### config.mk
export PLATFORM = sky130hd
export DESIGN_NAME = sce_ctrl
export DESIGN_NICKNAME = d
export VERILOG_FILES = /design/src/rtl/core/sce_pkg.sv /design/src/rtl/core/sce_ctrl.sv
export VERILOG_INCLUDE_DIRS = /design/src /design/src/rtl/core
export SDC_FILE = /design/constraint.sdc
export NUM_CORES = 1
export LEC_CHECK = 0
export ABC_AREA = 1
export BUFFER_PORTS_ARGS = -buffer_cell sky130_fd_sc_hd__clkbuf_2
export CORE_ASPECT_RATIO = 1.75
export CORE_MARGIN = 10
export CORE_UTILIZATION = 47
export CTS_BUF_LIST = sky130_fd_sc_hd__clkbuf_8 sky130_fd_sc_hd__clkbuf_16
export CTS_CLUSTER_DIAMETER = 100
export DETAILED_ROUTE_END_ITERATION = 12
export PLACE_DENSITY = 0.82
export SYNTH_ARGS = -nofsm -noshare
export SYNTH_HDL_FRONTEND = slang
export SYNTH_SLANG_ARGS = --single-unit
### constraint.sdc
create_clock -name clk -period 2.16 [get_ports clk]
set_clock_uncertainty 0.2 [all_clocks]
set_input_delay 0.108 -clock clk [delete_from_list [all_inputs] [get_ports clk]]
set_output_delay 0.108 -clock clk [all_outputs]
set_load 0.05 [all_outputs]
### src/rtl/core/spectral_coherence_estimator_defines.svh
// assertion macros for the spectral coherence estimator
`ifndef SPECTRAL_COHERENCE_ESTIMATOR_DEFINES_SVH
`define SPECTRAL_COHERENCE_ESTIMATOR_DEFINES_SVH
`ifndef SYNTH
// same-cycle implication
`define SCE_ASSERT_NOW(lbl, ck, rn, ante, cons) \
    lbl: assert property (@(posedge ck) disable iff (!rn) (ante) |-> (cons)) \
        else $error("sce assertion failed");
// next-cycle implication
`define SCE_ASSERT_NEXT(lbl, ck, rn, ante, cons) \
    lbl: assert property (@(posedge ck) disable iff (!rn) (ante) |=> (cons)) \
        else $error("sce assertion failed");
`else
`define SCE_ASSERT_NOW(lbl, ck, rn, ante, cons)
`define SCE_ASSERT_NEXT(lbl, ck, rn, ante, cons)
`endif
`endif

### src/rtl/core/sce_pkg.sv
// shared types and constants for the spectral coherence estimator
package sce_pkg;

    localparam int NUM_BINS_DEF   = 1024;
    localparam int MAX_FRAMES_DEF = 16;
    localparam int FA_W           = 5;
    localparam int STEP_W         = 8;

    localparam logic CMD_APPEND = 1'b0;
    localparam logic CMD_QUERY  = 1'b1;

    typedef struct packed {
        logic               cmd;
        logic [9:0]         bin;
        logic signed [15:0] ref_re;
        logic signed [15:0] ref_im;
        logic signed [15:0] meas_re;
        logic signed [15:0] meas_im;
    } in_word_t;

    typedef struct packed {
        logic [15:0] coherence;
        logic        undefined;
    } out_word_t;

    // one stored frame of one bin
    typedef struct packed {
        logic [31:0]        pr;
        logic [31:0]        pm;
        logic signed [32:0] xre;
        logic signed [32:0] xim;
    } store_word_t;

    // multiplier operations, issued in this order
    typedef enum logic [4:0] {
        MUL_RR, MUL_RI, MUL_MR, MUL_MI,
        MUL_RRMR, MUL_RIMI, MUL_RRMI, MUL_RIMR,
        MUL_DEN_LL, MUL_DEN_LH, MUL_DEN_HL, MUL_DEN_HH,
        MUL_NRE_LL, MUL_NRE_LH, MUL_NRE_HL, MUL_NRE_HH,
        MUL_NIM_LL, MUL_NIM_LH, MUL_NIM_HL, MUL_NIM_HH
    } mul_op_t;

    typedef struct packed {
        logic              load;
        logic              clr_go;
        logic              mul_go;
        mul_op_t           mul_op;
        logic              rd_go;
        logic [STEP_W-1:0] step;
        logic              mag_go;
        logic              wr_go;
        logic              div_init;
        logic              div_go;
        logic              sqrt_init;
        logic              sqrt_go;
        logic              out_load;
    } sce_cmd_t;

    typedef struct packed {
        logic            is_query;
        logic            bin_ok;
        logic            clr_last;
        logic            out_free;
        logic [FA_W-1:0] fa;
    } sce_sts_t;

endpackage

### src/rtl/core/sce_ctrl.sv
// sequencing state machine for the spectral coherence estimator
`include "spectral_coherence_estimator_defines.svh"
module sce_ctrl (
    input  logic              clk,
    input  logic              rst_n,
    input  logic              in_valid,
    input  logic              cfg_we,
    input  sce_pkg::sce_sts_t sts,
    output sce_pkg::sce_cmd_t cmd,
    output logic              in_stall
);

    localparam int DIV_STEPS  = 33;
    localparam int SQRT_STEPS = 16;

    typedef enum logic [3:0] {
        S_CLEAR, S_IDLE, S_DECODE, S_APP_MUL, S_APP_DRAIN, S_APP_WR,
        S_Q_READ, S_Q_RDRAIN, S_Q_MAG, S_Q_WIDE, S_Q_WDRAIN,
        S_Q_DIVI, S_Q_DIV, S_Q_SQI, S_Q_SQ, S_Q_OUT
    } state_t;

    state_t                         state_reg;
    sce_pkg::mul_op_t               op_reg;
    logic [sce_pkg::STEP_W-1:0]     step_reg;
    logic [sce_pkg::STEP_W:0]       step_inc;

    assign step_inc = {1'b0, step_reg} + 1'b1;

    // state, operation and step counter
    always_ff @(posedge clk or negedge rst_n)
    begin
        if (!rst_n)
        begin
            state_reg <= S_CLEAR;
            op_reg    <= sce_pkg::MUL_RR;
            step_reg  <= '0;
        end
        else if (cfg_we)
        begin
            state_reg <= S_CLEAR;
        end
        else
        begin
            unique case (state_reg)
                S_CLEAR:
                begin
                    if (sts.clr_last)
                    begin
                        state_reg <= S_IDLE;
                    end
                end
                S_IDLE:
                begin
                    if (in_valid)
                    begin
                        state_reg <= S_DECODE;
                    end
                end
                S_DECODE:
                begin
                    step_reg <= '0;
                    op_reg   <= sce_pkg::MUL_RR;
                    if (!sts.is_query)
                    begin
                        state_reg <= S_APP_MUL;
                    end
                    else if (!sts.bin_ok)
                    begin
                        state_reg <= S_Q_OUT;
                    end
                    else
                    begin
                        state_reg <= S_Q_READ;
                    end
                end
                S_APP_MUL:
                begin
                    op_reg <= sce_pkg::mul_op_t'(op_reg + 5'd1);
                    if (op_reg == sce_pkg::MUL_RIMR)
                    begin
                        state_reg <= S_APP_DRAIN;
                    end
                end
                S_APP_DRAIN: state_reg <= S_APP_WR;
                S_APP_WR:    state_reg <= S_IDLE;
                S_Q_READ:
                begin
                    step_reg <= step_inc[sce_pkg::STEP_W-1:0];
                    if (step_inc >= (sce_pkg::STEP_W+1)'(sts.fa))
                    begin
                        state_reg <= S_Q_RDRAIN;
                    end
                end
                S_Q_RDRAIN: state_reg <= S_Q_MAG;
                S_Q_MAG:
                begin
                    op_reg    <= sce_pkg::MUL_DEN_LL;
                    state_reg <= S_Q_WIDE;
                end
                S_Q_WIDE:
                begin
                    op_reg <= sce_pkg::mul_op_t'(op_reg + 5'd1);
                    if (op_reg == sce_pkg::MUL_NIM_HH)
                    begin
                        state_reg <= S_Q_WDRAIN;
                    end
                end
                S_Q_WDRAIN: state_reg <= S_Q_DIVI;
                S_Q_DIVI:
                begin
                    step_reg  <= '0;
                    state_reg <= S_Q_DIV;
                end
                S_Q_DIV:
                begin
                    step_reg <= step_inc[sce_pkg::STEP_W-1:0];
                    if (step_reg == sce_pkg::STEP_W'(DIV_STEPS - 1))
                    begin
                        state_reg <= S_Q_SQI;
                    end
                end
                S_Q_SQI:
                begin
                    step_reg  <= '0;
                    state_reg <= S_Q_SQ;
                end
                S_Q_SQ:
                begin
                    step_reg <= step_inc[sce_pkg::STEP_W-1:0];
                    if (step_reg == sce_pkg::STEP_W'(SQRT_STEPS - 1))
                    begin
                        state_reg <= S_Q_OUT;
                    end
                end
                S_Q_OUT:
                begin
                    if (sts.out_free)
                    begin
                        state_reg <= S_IDLE;
                    end
                end
                default: state_reg <= S_CLEAR;
            endcase
        end
    end

    // commands to the datapath
    always_comb
    begin
        cmd           = '0;
        cmd.load      = (state_reg == S_IDLE) && in_valid;
        cmd.clr_go    = (state_reg == S_CLEAR);
        cmd.mul_go    = (state_reg == S_APP_MUL) || (state_reg == S_Q_WIDE);
        cmd.mul_op    = op_reg;
        cmd.rd_go     = (state_reg == S_Q_READ);
        cmd.step      = step_reg;
        cmd.mag_go    = (state_reg == S_Q_MAG);
        cmd.wr_go     = (state_reg == S_APP_WR);
        cmd.div_init  = (state_reg == S_Q_DIVI);
        cmd.div_go    = (state_reg == S_Q_DIV);
        cmd.sqrt_init = (state_reg == S_Q_SQI);
        cmd.sqrt_go   = (state_reg == S_Q_SQ);
        cmd.out_load  = (state_reg == S_Q_OUT) && sts.out_free;
    end

    assign in_stall = (state_reg != S_IDLE);

    `SCE_ASSERT_NEXT(a_cfg_clears, clk, rst_n, cfg_we, state_reg == S_CLEAR)
    `SCE_ASSERT_NOW(a_one_unit, clk, rst_n, cmd.mul_go, !cmd.rd_go && !cmd.wr_go)
    `SCE_ASSERT_NEXT(a_load_busy, clk, rst_n, cmd.load && !cfg_we, in_stall)

endmodule

==> results.txt <==
origin of the critical flop-to-flop path = step_reg[0]$_DFFE_PN0P_
DRT iter0 DRCs = 65
Hold Path End = state_reg[1]$_DFFE_PN0P_
Yosys top cell by area = dfrtp_1
via/cell ratio = 5.36
layout cells sized above 1 = 0.348
Yosys reg bits = 17
FMAX = 454 MHz
Static Leak = 1.08 nW
residual DRC count = 0
Tot GR Track Use = 0.160
Max-slew headroom = 0.695
Synth area leaders = dfrtp_1, nand2_1, nor2_1
Vias = 1628
Cell Area, Synth = 0.00142 mm^2
Crit Reg-Reg Endpoint = state_reg[0]$_DFFE_PN0P_
Synth Instances = 222
Pwr Total = 0.00306 W
grt ovf = 0
Final Hold Violating Endpoints = 0
net count after synthesis = 243
root buf cell = clkbuf_8
I/O pin count = 38
# setup viols final = 4
First-pass DRT Iterations = 5
hold slack = 0.00783 ns
die width = 61.6 um
die area = 0.00571 mm^2
CTS clk-pin slew, worst paths = 0.07 ns
Ys Warns = 0
Final Wtd Congestion = 0.903
setup TNS = -0.139 ns
Yosys cell types = 25
maximum vdd drop = 1.23 mV
TritonCTS clock tree = yes
post-DP HPWL = 3290 um
Slew Limit Fails = 0
initial antenna violation count = 0
filler cell count = 270
CP required = 2.17 ns
# diodes = 0
Worst EP arrival = 2.21 ns
Critical Path Sink Type = register
Post-synth top cells = nand2_1, nor2_1, inv_1
Layout Nets = 298
CTS Buf Count = 3
I/O Buffers = 37
largest net degree at the start of global routing = 18
Core ar. = 0.00293 mm^2
WL per Instance = 14.3 um
Synth top area share = 0.300
HP Start = cfg_we
Starting Density = 0.485
CTS Sinks = 17
Post-Route WL = 4340 um
crit path time final = 2.20 ns
PwrDens = 1600 mW/mm^2
worst hold stages = 4
Die Height = 92.7 um
most frequent cell after synthesis = nand2_1
R2R Setup Slk = -0.04 ns
max cap viols = 0
sequential area share after synthesis = 0.300
RSZ-0062 raised after global routing = yes
worst setup path category = reg -> reg
FP Rows = 26
worst hold path class = in -> reg
status = finished with violations
crit-path max FO = 5
Tcrit/Tclk final = 1.02
syn_area_per_cell = 6.40 um^2
Synth Flop Type = dfrtp_1
Skew-Pair Late Insertion Delay = 0.27 ns
P&R area growth vs syn = 35.2%
Least-Margin Pin Slew = 0.457 ns
path depth of the worst reg2reg path = 14
failing checks = setup timing
number of global-route vias before repair = 1639
Post-synth EDFFs = 0
clk buf depth = 2
Final ANT Viol Nets = 0
number of flip-flops in the largest register = 8
Final WS setup = -0.0423 ns
CP Launch Type = register
H-tree level count = 1
ys async rst share = 1.00
first-pass GRT wire length = 7040 um
==> critical path, stage by stage (launching register included) <==
cell	delay, ns
dfrtp_2	0.46
ha_4	0.19
nand2_4	0.07
nor2_4	0.04
xor2_1	0.19
inv_1	0.08
ha_2	0.18
o21bai_4	0.16
nor2_1	0.08
nand3_1	0.10
inv_1	0.09
nand2_2	0.08
nand3_1	0.08
nand2_1	0.05
nor2_1	0.09
==> where the power goes <==
group          internal, W  total [W]  switching (W)
clock             0.000129   0.000257       0.000128
sequential        0.000457   0.000671       0.000214
combinational     0.000697    0.00213        0.00144
total              0.00128    0.00306        0.00178
==> metal layers <==
layer	GRT usage	share of wire	vias to the layer above
met5	0	0	-
met4	0.0861	0.028	0
met3	0.0328	0.054	11
met2	0.284	0.54	57
met1	0.162	0.38	753
li1	-	-	807
==> worst max path at each step <==
stage,startpoint,end,cells past startpoint
final,step_reg[0]$_DFFE_PN0P_,state_reg[0]$_DFFE_PN0P_,14
after global routing,step_reg[0]$_DFFE_PN0P_,state_reg[3]$_DFFE_PN0P_,14
after CTS,step_reg[0]$_DFFE_PN0P_,state_reg[3]$_DFFE_PN0P_,13
after detailed placement,step_reg[0]$_DFFE_PN0P_,state_reg[0]$_DFFE_PN0P_,14
after global placement,step_reg[0]$_DFFE_PN0P_,state_reg[1]$_DFFE_PN0P_,15
after floorplan,step_reg[0]$_DFFE_PN0P_,state_reg[1]$_DFFE_PN0P_,13
==> through the flow <==
stage          cells  worst slack (ns)  instance area (um^2)   util
2_1_floorplan    222           -0.0367                  1440      -
3_3_place_gp     292           -0.0573                  1700  0.579
3_5_place_dp     292            -0.104                  1700  0.579
4_1_cts          301           -0.0206                  1850  0.632
5_1_grt          304            -0.219                  1920  0.656
6_report         304           -0.0423                  1920  0.656
==> cells in the final DEF (no fill, tap or decap), drive strengths merged <==
cell type / count
nand2: 49
nor2: 45
inv: 44
clkbuf: 40
nand3: 21
dfrtp: 17
buf: 13
o21ai: 11
a21oi: 8
ha: 8
o22ai: 7
nor3: 2
nand4: 2
xor2: 2
o21bai: 1
nand3b: 1
nor3b: 1
o31ai: 1
a31oi: 1
clkinv: 1
dlygate4sd3: 1
==> logic make-up after synthesis <==
family,count (synthesis),synth area share
simple gates,121,0.370
flops,17,0.300
buf+inv,45,0.126
fa+ha+maj,8,0.0705
xor+xnor,2,0.0123
compound gates,29,0.122
==> timing repair <==
item                       in CTS  in global routing
hold buffers                    1                  0
gates resized for setup        15                  6
hold endpoints to repair       17                  0
pin swaps                       9                 11
setup buffers                   4                  3
setup endpoints to repair       4                  4
==> cell type report <==
type	instances	area [um^2]	area share
clock buffers	3	41.3	0.0215
clock inverters	1	5.00	0.00261
inverters	44	168	0.0874
multi-input cells	160	935	0.487
flip-flops and latches	17	430	0.224
well taps	28	35.0	0.0183
repair buffers	51	305	0.159
(Power assumes the default switching activity.)
